File: config.mk
export PLATFORM = sky130hd
export DESIGN_NAME = lp12r_queue
export DESIGN_NICKNAME = d
export VERILOG_FILES = /design/src/rtl/lp12r_pkg.sv /design/src/rtl/lp12r_queue.sv
export SDC_FILE = /design/constraint.sdc
export NUM_CORES = 1
export LEC_CHECK = 0
export ABC_AREA = 1
export BUFFER_PORTS_ARGS = -buffer_cell sky130_fd_sc_hd__buf_2
export CORE_MARGIN = 4
export CORE_UTILIZATION = 40
export CTS_CLUSTER_DIAMETER = 200
export DETAILED_ROUTE_END_ITERATION = 10
export GPL_TIMING_DRIVEN = 1
export PLACE_DENSITY = 0.69
export SKIP_CTS_REPAIR_TIMING = 1
export SLEW_MARGIN = 40
export SYNTH_ARGS = -nofsm -noshare
export SYNTH_HDL_FRONTEND = slang
export SYNTH_SLANG_ARGS = --single-unit
File: constraint.sdc
create_clock -name clk_i -period 9.1 [get_ports clk_i]
set_input_delay 0.455 -clock clk_i [delete_from_list [all_inputs] [get_ports clk_i]]
set_output_delay 0.455 -clock clk_i [all_outputs]
set_load 0.05 [all_outputs]
File: src/rtl/lp12r_pkg.sv
// Shared types, constants and round functions for the 12-round lane permutation.
package lp12r_pkg;

  localparam int unsigned LaneW     = 64;
  localparam int unsigned LaneCount = 25;
  localparam int unsigned IdxW      = 5;
  localparam int unsigned RcTotal   = 12;
  localparam int unsigned RoundCountDefault = 12;
  localparam int unsigned ParRotA   = 26;
  localparam int unsigned ParRotB   = 27;
  localparam int unsigned MixRot    = 36;

  typedef logic [LaneW-1:0] lane_t;
  typedef lane_t [LaneCount-1:0] state_t;

  // Queue entry: one lane and whether it closes a block.
  typedef struct packed {
    lane_t lane;
    logic  last;
  } req_t;

  function automatic lane_t rot_r(input lane_t v, input int unsigned n);
    int unsigned m;
    m = n % 64;
    if (m == 0) return v;
    return (v >> m) | (v << (64 - m));
  endfunction

  function automatic lane_t round_key(input logic [3:0] r);
    lane_t k;
    case (r)
      4'd0: k = 64'h0001;
      4'd1: k = 64'h0003;
      4'd2: k = 64'h000A;
      4'd3: k = 64'h0088;
      4'd4: k = 64'h8081;
      4'd5: k = 64'h8002;
      4'd6: k = 64'h0009;
      4'd7: k = 64'h0083;
      4'd8: k = 64'h800A;
      4'd9: k = 64'h0089;
      4'd10: k = 64'h8083;
      4'd11: k = 64'h800B;
      default: k = '0;
    endcase
    return k;
  endfunction

  function automatic int unsigned lane_rot(input int unsigned i);
    int unsigned t [25];
    t = '{45, 33, 13, 1, 27, 40, 52, 19, 47, 9, 34, 5, 0, 2, 37,
          48, 30, 61, 8, 38, 6, 18, 49, 17, 43};
    return t[i];
  endfunction

  function automatic int unsigned lane_src(input int unsigned i);
    int unsigned t [25];
    t = '{4, 5, 11, 17, 23, 2, 8, 14, 15, 21, 0, 6, 12, 18, 24,
          3, 9, 10, 16, 22, 1, 7, 13, 19, 20};
    return t[i];
  endfunction

  function automatic int unsigned row_rot(input int unsigned y);
    int unsigned t [5];
    t = '{41, 50, 6, 10, 27};
    return t[y];
  endfunction

  function automatic state_t do_round(input state_t s_in, input logic [3:0] r);
    state_t s;
    state_t p;
    lane_t par [5];
    lane_t rpar [5];
    lane_t e [5];
    lane_t f [5];
    lane_t a0, a1, a2, a3, a4;
    s = s_in;
    s[0] = s[0] ^ round_key(r);
    for (int i = 0; i < 25; i++) s[i] = rot_r(s[i], lane_rot(i));
    for (int x = 0; x < 5; x++) begin
      par[x] = '0;
      rpar[x] = '0;
      for (int y = 0; y < 5; y++) begin
        par[x] = par[x] ^ s[x + 5 * y];
        rpar[x] = rpar[x] ^ rot_r(s[x + 5 * y], row_rot(y));
      end
    end
    for (int x = 0; x < 5; x++) begin
      e[x] = rot_r(par[x], ParRotA) ^ rot_r(par[(x + 4) % 5], ParRotB);
      f[x] = rpar[(x + 1) % 5] ^ rot_r(rpar[(x + 3) % 5], MixRot);
    end
    for (int x = 0; x < 5; x++)
      for (int y = 0; y < 5; y++)
        s[x + 5 * y] = s[x + 5 * y] ^ e[x] ^ rot_r(f[x], (row_rot(y) + ParRotA) % 64);
    for (int i = 0; i < 25; i++) p[i] = s[lane_src(i)];
    for (int x = 0; x < 5; x++) begin
      a0 = p[x]; a1 = p[x + 5]; a2 = p[x + 10]; a3 = p[x + 15]; a4 = p[x + 20];
      p[x]      = a3 ^ (~a1 & a2 & ~a4);
      p[x + 5]  = a4 ^ (~a2 & a3 & ~a0);
      p[x + 10] = a0 ^ (~a3 & a4 & ~a1);
      p[x + 15] = a1 ^ (~a4 & a0 & ~a2);
      p[x + 20] = a2 ^ (~a0 & a1 & ~a3);
    end
    return p;
  endfunction

endpackage

File: src/rtl/lp12r_queue.sv
// Two-entry request queue between the input stage and the round engine.
module lp12r_queue (
  input  logic            clk_i,
  input  logic            rst_ni,
  input  logic            in_valid_i,
  output logic            in_ready_o,
  input  lp12r_pkg::req_t in_req_i,
  output logic            out_valid_o,
  input  logic            out_ready_i,
  output lp12r_pkg::req_t out_req_o
);

  lp12r_pkg::req_t mem_q [2];
  logic            wp_q, rp_q;
  logic [1:0]      cnt_q;
  logic            push, pop;

  assign in_ready_o  = (cnt_q != 2'd2);
  assign out_valid_o = (cnt_q != 2'd0);
  assign out_req_o   = mem_q[rp_q];
  assign push = in_valid_i & in_ready_o;
  assign pop  = out_valid_o & out_ready_i;

  always_ff @(posedge clk_i) begin
    if (push) mem_q[wp_q] <= in_req_i;
  end

  always_ff @(posedge clk_i or negedge rst_ni) begin
    if (!rst_ni) begin
      wp_q  <= 1'b0;
      rp_q  <= 1'b0;
      cnt_q <= '0;
    end else begin
      if (push) wp_q <= ~wp_q;
      if (pop) rp_q <= ~rp_q;
      cnt_q <= cnt_q + {1'b0, push} - {1'b0, pop};
    end
  end

endmodule

==> metrics.txt <==
result of the run=finished, final reports clean; number of global-route vias before repair=3267; Required @ worst endpoint=8.65 ns; final hold violations=0; insertion delay of the later-clocked pin in the worst-skew pair=0.40 ns; routability-driven placement congestion ratio=0.736; data arrival time of the critical path=1.91 ns; worst min path class=in -> reg; biggest area contributors in the synthesized netlist=sky130_fd_sc_hd__edfxtp_1 (79%), sky130_fd_sc_hd__nand2_1 (16%), sky130_fd_sc_hd__dfrtp_1 (2.0%); via count=3145; kind of capture point of the worst setup path=primary output; reg-to-reg critical path startpoint=cnt_q[1]$_DFF_PN0_; CP max stage cell=sky130_fd_sc_hd__buf_4; total die area=0.0142 mm²; beginning of the worst hold path=in_req_i[63]; mean number of vias per cell=4.53; total number of placement rows=40; Tightest Pin Transition=0.709 ns; simple-gate share of the synthesized area=0.162; total wire length after detailed routing=9.67 mm; post-synthesis mux area share=0; aggregate negative setup slack=0 ns; area of the placeable core=0.0121 mm²; Synth Cell Area=0.00494 mm²; headroom to the max-slew limit=0.527; clock root buffer=sky130_fd_sc_hd__clkbuf_16; met2 Resource Use GR=0.239; starting density of the core=0.410; Worst Path Max Fanout=66; I/O pin count=136; worst-case clock skew=0.00487 ns; global routing met3 resource utilization=0.0518; syn nets=442; Max-Cap Viols=0; antenna violations before repair=0; synthesized netlist cell count=371; XOR/XNOR share of the synthesized area=0; largest family of logic cells by synthesized area=simple AND/OR/NAND/NOR gates; Tot GR Track Use=0.144; cell-by-cell listing of the critical path=buf_4 > nand2_1 > nand2_1 > buf_2; total DRC errors in the routed layout=0; fraction of post-synthesis cell area in the top cell type by area=0.789; DRT antenna net count=0; clock sink count=134; number of synthesized register bits=134; ant diodes=0; final-stage net count=586; deepest level of the CTS H-tree=4; largest net degree at the start of global routing=67; startpoint-to-endpoint class of the critical path=reg -> out; unrepaired setup endpoints after global routing=false; Worst Setup SP=rp_q$_DFFE_PN0P_; sequential element share of the synthesized area=0.810; final core area utilization=0.520; worst slack, placed=7.14 ns; fin crit share=0.260; half-perimeter wire length of the detailed placement result=6.03 mm; Hold WS=0.238 ns; Synth warnings=0; Max Clock Freq=423 MHz; Max Slew Vio Count=0; Num CTS Buffers=17; fillcell total=1035; total area of multi-input combinational cells=832 µm²; width of the die=119 µm; remaining global-route overflow=0; Reg clk slew, reported paths=0.05 ns; Final Setup Violations=0; final worst setup slack=6.74 ns; number of buffers between clock root and the deepest sink=2; startpoint types=flip-flop; fraction of met1 tracks used by global routing=0.167; global-route wire length before repair=16.0 mm; share of final-layout standard cells stronger than drive strength 1=0.308; number of detailed-route iterations in the first pass=4; Tmin final=2.36 ns; Avg WL per Cell=13.9 µm; setup slack of the worst register-to-register path=7.42 ns; storage element area=0.00401 mm²; cell accounting for the most synthesized area=sky130_fd_sc_hd__edfxtp_1; highest-utilization routing layer at the global route stage=met2; cell repeated most along the worst path=sky130_fd_sc_hd__nand2_1; count of routing violations after the opening detailed-route iteration=207; biggest cell delay along the critical path=0.58 ns; Post-Synth Adder-Cell Area=0.00506; post-synthesis area per instance=13.3 µm²; complex-gate fraction of the synthesized area=0; Die Ht=119 µm; clock tree from TritonCTS=built; number of distinct library cell variants in the gate-level netlist after synthesis=10; layout overhead on the synthesized area=26.9%; number of port buffers=135
registers in the layout, summed over array words and instances, names as in the netlist:
signal,flops
wp_q,1
rp_q,1
cnt_q,2
mem_q,130
final timing paths:
| check | to | cells after the start |
|---|---|---|
| min in group asynchronous | wp_q$_DFFE_PN0N_ | 2 |
| min | mem_q[0][63]$_DFFE_PP_ | 1 |
| max reg2reg | mem_q[1][2]$_DFFE_PP_ | 4 |
| max | out_req_o[37] | 4 |
| min reg2reg | wp_q$_DFFE_PN0N_ | 2 |
| max in group asynchronous | rp_q$_DFFE_PN0P_ | 2 |
cells in the mapped netlist:
cell type	count
sky130_fd_sc_hd__nand3_1	3
sky130_fd_sc_hd__nand2_1	208
sky130_fd_sc_hd__buf_4	5
sky130_fd_sc_hd__edfxtp_1	130
sky130_fd_sc_hd__ha_1	2
sky130_fd_sc_hd__inv_1	8
sky130_fd_sc_hd__dfrtp_1	4
sky130_fd_sc_hd__inv_2	1
sky130_fd_sc_hd__buf_2	9
sky130_fd_sc_hd__nor2_1	1
routing by layer:
layer | vias to the layer above | wire length (µm)
li1 | 1533 | -
met1 | 1487 | 4020
met2 | 110 | 4830
met3 | 15 | 664
met4 | 0 | 148
met5 | - | 0
metrics by stage:
stage,instances,instance area [µm²]
2_1_floorplan,371,4940
3_3_place_gp,663,5780
3_5_place_dp,663,5790
4_1_cts,693,6270
5_1_grt,694,6280
6_report,694,6280
logic make-up after synthesis:
| group | count (synthesis) |
|---|---|
| flip-flops | 134 |
| adder cells (fa/ha/maj) | 2 |
| AND/OR/NAND/NOR | 212 |
| buffers and inverters | 23 |
layout by cell type (no fill, tap or decap):
cell	instances
sky130_fd_sc_hd__dfrtp_1	3
sky130_fd_sc_hd__buf_4	1
sky130_fd_sc_hd__clkinv_1	7
sky130_fd_sc_hd__inv_2	1
sky130_fd_sc_hd__inv_1	7
sky130_fd_sc_hd__nor2_4	1
sky130_fd_sc_hd__clkinv_2	3
sky130_fd_sc_hd__clkbuf_1	3
sky130_fd_sc_hd__buf_6	2
sky130_fd_sc_hd__dlygate4sd3_1	1
sky130_fd_sc_hd__nand3_1	3
sky130_fd_sc_hd__clkbuf_16	17
sky130_fd_sc_hd__inv_4	1
sky130_fd_sc_hd__buf_2	135
sky130_fd_sc_hd__nand2_1	208
sky130_fd_sc_hd__ha_1	2
sky130_fd_sc_hd__dfrtp_2	1
sky130_fd_sc_hd__edfxtp_1	130
worst max-delay path, delay by kind of cell, from the launching register on:
| family | cells | cell delay (ns) |
|---|---|---|
| buffers and inverters | 2 | 0.84 |
| DFF | 1 | 0.38 |
| and+or+nand+nor | 2 | 0.26 |
area by class of cell:
cell class	instances	share of cell area
Clock buffer	20	0.0696
Tap cell	168	0.0335
Multi-Input combinational cell	214	0.133
Sequential cell	134	0.638
Timing Repair Buffer	139	0.114
Clock inverter	10	0.00658
Inverter	9	0.00578
Power is left out: the tool's default activity adds up to more than one toggle a clock period on the data nets, which glitch-free logic cannot reach.
