--- config.mk ---
export PLATFORM = sky130hd
export DESIGN_NAME = lp12r_front
export DESIGN_NICKNAME = d
export VERILOG_FILES = /design/src/rtl/lp12r_pkg.sv /design/src/rtl/lp12r_front.sv
export SDC_FILE = /design/constraint.sdc
export NUM_CORES = 1
export LEC_CHECK = 0
export BUFFER_PORTS_ARGS = -buffer_cell sky130_fd_sc_hd__buf_2
export CORE_MARGIN = 2
export CORE_UTILIZATION = 25
export CTS_CLUSTER_SIZE = 20
export DETAILED_ROUTE_END_ITERATION = 6
export PLACE_DENSITY = 0.79
export SLEW_MARGIN = 20
export SYNTH_ARGS = -nofsm -noshare
export SYNTH_HDL_FRONTEND = slang
export SYNTH_SLANG_ARGS = --single-unit
--- constraint.sdc ---
create_clock -name clk_i -period 1 [get_ports clk_i]
set_input_delay 0.05 -clock clk_i [delete_from_list [all_inputs] [get_ports clk_i]]
set_output_delay 0.05 -clock clk_i [all_outputs]
set_load 0.02 [all_outputs]
--- src/rtl/lp12r_pkg.sv ---
// Shared types, constants and round functions for the 12-round lane permutation.
package lp12r_pkg;

  localparam int unsigned LaneW     = 64;
  localparam int unsigned LaneCount = 25;
  localparam int unsigned IdxW      = 5;
  localparam int unsigned RcTotal   = 12;
  localparam int unsigned RoundCountDefault = 12;
  localparam int unsigned ParRotA   = 26;
  localparam int unsigned ParRotB   = 27;
  localparam int unsigned MixRot    = 36;

  typedef logic [LaneW-1:0] lane_t;
  typedef lane_t [LaneCount-1:0] state_t;

  // Queue entry: one lane and whether it closes a block.
  typedef struct packed {
    lane_t lane;
    logic  last;
  } req_t;

  function automatic lane_t rot_r(input lane_t v, input int unsigned n);
    int unsigned m;
    m = n % 64;
    if (m == 0) return v;
    return (v >> m) | (v << (64 - m));
  endfunction

  function automatic lane_t round_key(input logic [3:0] r);
    lane_t k;
    case (r)
      4'd0: k = 64'h0001;
      4'd1: k = 64'h0003;
      4'd2: k = 64'h000A;
      4'd3: k = 64'h0088;
      4'd4: k = 64'h8081;
      4'd5: k = 64'h8002;
      4'd6: k = 64'h0009;
      4'd7: k = 64'h0083;
      4'd8: k = 64'h800A;
      4'd9: k = 64'h0089;
      4'd10: k = 64'h8083;
      4'd11: k = 64'h800B;
      default: k = '0;
    endcase
    return k;
  endfunction

  function automatic int unsigned lane_rot(input int unsigned i);
    int unsigned t [25];
    t = '{45, 33, 13, 1, 27, 40, 52, 19, 47, 9, 34, 5, 0, 2, 37,
          48, 30, 61, 8, 38, 6, 18, 49, 17, 43};
    return t[i];
  endfunction

  function automatic int unsigned lane_src(input int unsigned i);
    int unsigned t [25];
    t = '{4, 5, 11, 17, 23, 2, 8, 14, 15, 21, 0, 6, 12, 18, 24,
          3, 9, 10, 16, 22, 1, 7, 13, 19, 20};
    return t[i];
  endfunction

  function automatic int unsigned row_rot(input int unsigned y);
    int unsigned t [5];
    t = '{41, 50, 6, 10, 27};
    return t[y];
  endfunction

  function automatic state_t do_round(input state_t s_in, input logic [3:0] r);
    state_t s;
    state_t p;
    lane_t par [5];
    lane_t rpar [5];
    lane_t e [5];
    lane_t f [5];
    lane_t a0, a1, a2, a3, a4;
    s = s_in;
    s[0] = s[0] ^ round_key(r);
    for (int i = 0; i < 25; i++) s[i] = rot_r(s[i], lane_rot(i));
    for (int x = 0; x < 5; x++) begin
      par[x] = '0;
      rpar[x] = '0;
      for (int y = 0; y < 5; y++) begin
        par[x] = par[x] ^ s[x + 5 * y];
        rpar[x] = rpar[x] ^ rot_r(s[x + 5 * y], row_rot(y));
      end
    end
    for (int x = 0; x < 5; x++) begin
      e[x] = rot_r(par[x], ParRotA) ^ rot_r(par[(x + 4) % 5], ParRotB);
      f[x] = rpar[(x + 1) % 5] ^ rot_r(rpar[(x + 3) % 5], MixRot);
    end
    for (int x = 0; x < 5; x++)
      for (int y = 0; y < 5; y++)
        s[x + 5 * y] = s[x + 5 * y] ^ e[x] ^ rot_r(f[x], (row_rot(y) + ParRotA) % 64);
    for (int i = 0; i < 25; i++) p[i] = s[lane_src(i)];
    for (int x = 0; x < 5; x++) begin
      a0 = p[x]; a1 = p[x + 5]; a2 = p[x + 10]; a3 = p[x + 15]; a4 = p[x + 20];
      p[x]      = a3 ^ (~a1 & a2 & ~a4);
      p[x + 5]  = a4 ^ (~a2 & a3 & ~a0);
      p[x + 10] = a0 ^ (~a3 & a4 & ~a1);
      p[x + 15] = a1 ^ (~a4 & a0 & ~a2);
      p[x + 20] = a2 ^ (~a0 & a1 & ~a3);
    end
    return p;
  endfunction

endpackage

--- src/rtl/lp12r_front.sv ---
// Input stage: accept lanes, count the fill and tag the closing lane.
module lp12r_front (
  input  logic                  clk_i,
  input  logic                  rst_ni,
  input  logic                  valid_i,
  output logic                  ready_o,
  input  logic [63:0]           lane_in_i,
  output logic                  q_valid_o,
  input  logic                  q_ready_i,
  output lp12r_pkg::req_t       q_req_o
);

  logic [4:0] fill_q, fill_d;
  logic       acc;

  assign ready_o   = q_ready_i;
  assign q_valid_o = valid_i;
  assign acc       = valid_i & q_ready_i;
  assign q_req_o.lane = lane_in_i;
  assign q_req_o.last = (fill_q == 5'(lp12r_pkg::LaneCount - 1));

  always_comb begin
    fill_d = fill_q;
    if (acc) fill_d = q_req_o.last ? '0 : fill_q + 5'd1;
  end

  always_ff @(posedge clk_i or negedge rst_ni) begin
    if (!rst_ni) begin
      fill_q <= '0;
    end else begin
      fill_q <= fill_d;
    end
  end

endmodule

==> flow_summary.ini, run 1 <==
[status]
status = finished with violations
violations = negative setup slack

[yosys]
syn-num-nets = 169
ys_warn_count = 0
ys_types = 17
syn_avg_cell_area_um2 = 7.94
syn_area_um2 = 786
synth-seq-cells = 5
postSynthCellCount = 99
yosysSeqAreaShare_pct = 15.9

[grt]
grt_pass1_vias = 426
grt.total_usage_pct = 8.03
grt_pass1_wl_um = 2040
grt_antenna_before_repair = 0
gr-total-overflow = 0
grt_max_degree = 7

[clock_network]
cts_buffer_depth = 2
clkSinkCount = 5
clock_latency_ps = 260
cts_tree = done
cts_htree_levels = 1
cts_buffers = 3
cts_root_buffer = clkbuf_4
clkTransAtPathRegs_ps = 50

[placed_design]
place.port_buffers = 6
dp_hpwl_um = 918
place.gp.congestion = 0.732

[flow_run]
maxCapViolations = 0

[final_layout]
largest_register = fill_q
final-seq-area_um2 = 125
final_util_pct = 20.0
area_growth_pct = -23.1
n_antenna_cell = 0
largest_reg_flops = 5
reg_top3 = fill_q: 5 flops
layout-drive-gt1-share_pct = 60.7
nFillCells = 334
nets = 127
multi_input_area_um2 = 228

[sta]
finalHoldViolCount = 0
rsz0062_at_grt = yes
setup-violations-final = 6
slew_headroom_pct = 84.5
fin_crit_ps = 1250
final_max_slew_viol_count = 0
worst_pin_slew_ps = 233
period_share_pct = 125
setup_tns_ps = -1030
fin_hold_ws_ps = 100
fin_ws_ps = -246
clock.fmax_mhz = 802
skew_ps = 2.76

[setup_path]
cp_max_fo = 2
r2r_slack_ps = -230
critical_path.endpoint = q_req_o[0]
worstReg2RegStart = fill_q[1]
r2r_end = fill_q[4]
required_ps = 950
critPathArrivalTime_ps = 1200
path_class = register to primary output
r2r.worst_path.cells = 5
cp-end-kind = primary output
critPathLaunchType = register
crit_start = fill_q[0]

[detailed_routing]
postRouteAntennaNets = 0
finalWirelength_um = 1480
routedWlPerCell_um = 14.8
drtIter0Drc = 10
viasPerCell = 4.22
drc = 0
dr_total_vias = 422
detail_route.first_pass.iterations = 4

[floorplan]
dieArea_um2 = 3610
num_rows = 20
ios = 135
die_x_um = 60.1
initial_core_util_pct = 26.0
die-height_um = 60.1
core-area_um2 = 3030

[power_and_ir_drop]
p_per_area_nw_per_um2 = 2710
power.leakage_uw = 0.000247
peakVddDrop_uv = 1190

[min_path]
hold_class = primary input to primary output
## area by class of cell
| cell class | instances | area share (%) |
|---|---|---|
| inverter | 2 | 1.24 |
| clock buffer | 4 | 4.35 |
| sequential | 5 | 20.7 |
| timing repair buffer | 20 | 26.9 |
| multi-input combinational | 25 | 37.7 |
| tap | 44 | 9.11 |
## what timing repair did
action,in CTS,in global routing
hold buffers,1,0
buffers inserted,10,0
pin swaps,8,6
hold endpoints to repair,5,0
setup endpoints to repair,6,6
gates resized for setup,15,11
## metrics by stage
| step | power [µW] | cells | setup WS (ps) | instance area [µm²] |
|---|---|---|---|---|
| final | 1640 | 100 | -246 | 604 |
| after floorplan | 1030 | 99 | -88.9 | 786 |
| after global routing | 1770 | 100 | -312 | 604 |
| after CTS | 1460 | 102 | -257 | 581 |
| after detailed placement | 847 | 88 | -165 | 415 |
| after global placement | 830 | 88 | -151 | 415 |
## cell usage after synthesis
| master | instances | area (µm²) |
|---|---|---|
| nor2_1 | 1 | 3.75 |
| nand3_1 | 4 | 20.0 |
| inv_1 | 2 | 7.51 |
| buf_2 | 1 | 5.00 |
| nand2b_1 | 1 | 6.26 |
| or3_1 | 1 | 6.26 |
| o211ai_1 | 1 | 7.51 |
| mux2_2 | 1 | 11.3 |
| buf_4 | 66 | 495 |
| o21ai_0 | 4 | 20.0 |
| o2111ai_1 | 1 | 8.76 |
| nand2_2 | 1 | 6.26 |
| a21oi_1 | 1 | 5.00 |
| dfrtp_1 | 5 | 125 |
| or4b_1 | 1 | 10.0 |
| ha_1 | 2 | 25.0 |
| nand2_1 | 6 | 22.5 |
## cell families (layout without fill, tap and decap cells)
kind of cell    count (synthesis)  count (layout)  share of synthesized area [%]
simple gates                   15              15                           9.56
buf+inv                        69              26                           64.7
compound gates                  7               7                           5.25
mux                             1               1                           1.43
fa+ha+maj                       2               2                           3.18
flops                           5               5                           15.9
## cell usage in the layout (no fill, tap or decap), drive strengths merged
cell type and count:
o21ai 4, nand2b 1, or4b 1, nor2 1
or3 1, buf 19, clkbuf 4, a21oi 1
dlygate4sd3 1, inv 2, mux2 1, nand2 7
nand3 4, ha 2, dfrtp 5, o2111ai 1
o211ai 1
## worst max-delay path, cell delays in order, from the launching register on
cell and delay, ps:
dfrtp_1 400, inv_2 90, ha_4 150, nand3_4 80
nor2_4 90, buf_6 120
## layer usage
metal | track usage, % | vias up | routed length, µm | part of all wire, %
li1 | - | 163 | - | -
met1 | 5.33 | 181 | 338 | 23
met2 | 12.3 | 45 | 691 | 47
met3 | 4.11 | 33 | 281 | 19
met4 | 13.3 | 0 | 170 | 11
met5 | 0 | - | 0 | 0
## how the worst min path moves through the flow
stage,start,endpoint,cells past startpoint
2_1_floorplan,rst_ni,fill_q[0],0
3_3_place_gp,rst_ni,fill_q[1],1
3_5_place_dp,rst_ni,fill_q[1],1
4_1_cts,valid_i,fill_q[0],3
5_1_grt,lane_in_i[18],q_req_o[19],0
6_report,lane_in_i[18],q_req_o[19],0
## where the power goes
group          internal (µW)  leakage (µW)  switching [µW]  total (µW)
Clock                    152     0.0000150             108         261
Combinational            526      0.000174             434         960
Sequential               294     0.0000578             127         421
Total                    972      0.000247             669        1640
(Power assumes the default switching activity.)
==> run 2: changes to the inputs <==
--- a/config.mk
+++ b/config.mk
@@ -7,10 +7,11 @@
 export LEC_CHECK = 0
 export BUFFER_PORTS_ARGS = -buffer_cell sky130_fd_sc_hd__buf_2
 export CORE_MARGIN = 2
-export CORE_UTILIZATION = 25
+export CORE_UTILIZATION = 27
 export CTS_CLUSTER_SIZE = 20
 export DETAILED_ROUTE_END_ITERATION = 6
-export PLACE_DENSITY = 0.79
+export GPL_ROUTABILITY_DRIVEN = 0
+export PLACE_DENSITY = 0.81
 export SLEW_MARGIN = 20
 export SYNTH_ARGS = -nofsm -noshare
 export SYNTH_HDL_FRONTEND = slang
==> constraint.sdc (replaced) <==
create_clock -name clk_i -period 1.3 [get_ports clk_i]
set_input_delay 0.065 -clock clk_i [delete_from_list [all_inputs] [get_ports clk_i]]
set_output_delay 0.065 -clock clk_i [all_outputs]
set_load 0.02 [all_outputs]
==> run 2 against run 1 <==
Core utilization shrank 4.1 points. The run still ends with negative setup slack left. Largest cell class unchanged. Clock-buffer cell count unchanged. Wire length down 16%. Setup slack gained 240 ps. Hold slack better by 27 ps. Critical path type unchanged. Critical endpoint unchanged. Combinational power decreased by 61%. Largest power group unchanged.
==> flow_summary.ini, run 2 (same netlist as run 1, synthesis figures left out) <==
[status]
status = finished with violations
violations = negative setup slack

[detailed_routing]
drtIter0Drc = 12
drc = 0
routedWlPerCell_um = 15.9
detail_route.first_pass.iterations = 4
postRouteAntennaNets = 0
finalWirelength_um = 1240
viasPerCell = 4.82
dr_total_vias = 376

[floorplan]
dieArea_um2 = 3360
die-height_um = 57.9
initial_core_util_pct = 28.5
core-area_um2 = 2760
num_rows = 19
die_x_um = 57.9
ios = 135

[sta]
worst_pin_slew_ps = 265
slew_headroom_pct = 82.3
fin_ws_ps = -3.23
rsz0062_at_grt = yes
final_max_slew_viol_count = 0
setup-violations-final = 1
skew_ps = 4.64
fin_hold_ws_ps = 127
period_share_pct = 100
setup_tns_ps = -3.23
clock.fmax_mhz = 767
fin_crit_ps = 1300
finalHoldViolCount = 0

[min_path]
min_from = valid_i
hold_class = primary input to register

[setup_path]
crit_start = fill_q[0]
path_buf_inv = 2
worstPathCellList = inv_2 -> ha_2 -> nand3_2 -> nor2_1 -> buf_4
cp-end-kind = primary output
worstReg2RegStart = fill_q[0]
path_class = register to primary output
cp_slowest_cell = dfrtp_1
cpPeakStageDelay_ps = 390
cpLargestDelayFamily = flip-flops
cp_max_fo = 2
required_ps = 1240
critPathArrivalTime_ps = 1240
critPathLaunchType = register

[final_layout]
n_antenna_cell = 0
largest_register = fill_q
instances_no_fill = 78
reg_top3 = fill_q: 5 flops
layout_common_cells = 6 x nand2_1, 5 x dfrtp_1, 5 x buf_2, 5 x buf_4, 4 x o21ai_0
largest_reg_flops = 5
final_common_cell = nand2_1
area_growth_pct = -44.3
nets = 118
final_util_pct = 15.9
layout-drive-gt1-share_pct = 42.6

[clock_network]
cts_buffer_depth = 2
cts_tree = done
clkSinkCount = 5
clock_latency_ps = 240
clkTransAtPathRegs_ps = 40
cts_root_buffer = clkbuf_4
cts_buffers = 3
cts_htree_levels = 1

[power_and_ir_drop]
pwr-share-clk_pct = 20.5
pwr-share-comb_pct = 42.8
switching_share_pct = 39.4
pwr-share-seq_pct = 36.8
p_per_area_nw_per_um2 = 2010
p_int_uw = 534
power_switching_uw = 347
peakVddDrop_uv = 694
power.leakage_uw = 0.000186

[grt]
grt_antenna_before_repair = 0
grt_pass1_vias = 403
grt_max_degree = 11
gr-total-overflow = 0
grt.total_usage_pct = 7.46
grt_pass1_wl_um = 1830

[placed_design]
place.port_buffers = 6
dp.cells = 69

[flow_run]
maxCapViolations = 0
-- run 2: repair_timing --
action                     in CTS  in global routing
hold endpoints to repair        5                  0
buffers inserted                4                  0
resized for setup               4                  2
setup endpoints to repair       1                  2
pin swaps                       2                  2
hold buffers                    1                  0
-- run 2: metrics by stage --
stage	power, µW	cell area [µm²]	setup slack (ps)
6_report	881	438	-3.23
5_1_grt	953	438	-49.7
4_1_cts	859	430	17.9
3_5_place_dp	570	354	101
3_3_place_gp	551	354	173
2_1_floorplan	793	786	200
-- run 2: layout make-up --
class / count / area, µm²
fill: 319 / 2320
multi-input combinational: 25 / 168
sequential: 5 / 125
timing repair buffer: 11 / 72.6
tap: 31 / 38.8
clock buffer: 4 / 26.3
inverter: 2 / 7.51
-- run 2: routing by layer --
metal,share of wire [%],up-vias,track usage [%],routed length (µm)
met5,0,-,0,0
met3,17,30,5.36,209
met4,13,0,13.3,167
li1,-,144,-,-
met2,43,36,9.90,534
met1,26,166,4.92,328
-- run 2: worst paths after layout --
kind	endpoint	slack (ps)	depth (start not counted)
setup / recovery	q_req_o[0]	-3	5
hold / removal	fill_q[0]	130	3
setup reg to reg	fill_q[0]	30	6
hold reg to reg	fill_q[0]	600	3
max in group asynchronous	fill_q[0]	1000	2
min in group asynchronous	fill_q[4]	160	2
-- run 2: worst reg2reg max path: stages, from the launching register on --
cell and delay, ps:
dfrtp_1 390, inv_2 70, ha_2 190, nand3_2 90
buf_4 160, o2111ai_1 170, nand2_1 80
-- run 2: power groups by stage --
stage / combinational [µW] / sequential, µW / clock [µW]
final: 377 / 324 / 180
after global routing: 420 / 337 / 196
after CTS: 356 / 316 / 187
after detailed placement: 246 / 324 / 0
after global placement: 236 / 315 / 0
after floorplan: 518 / 276 / 0
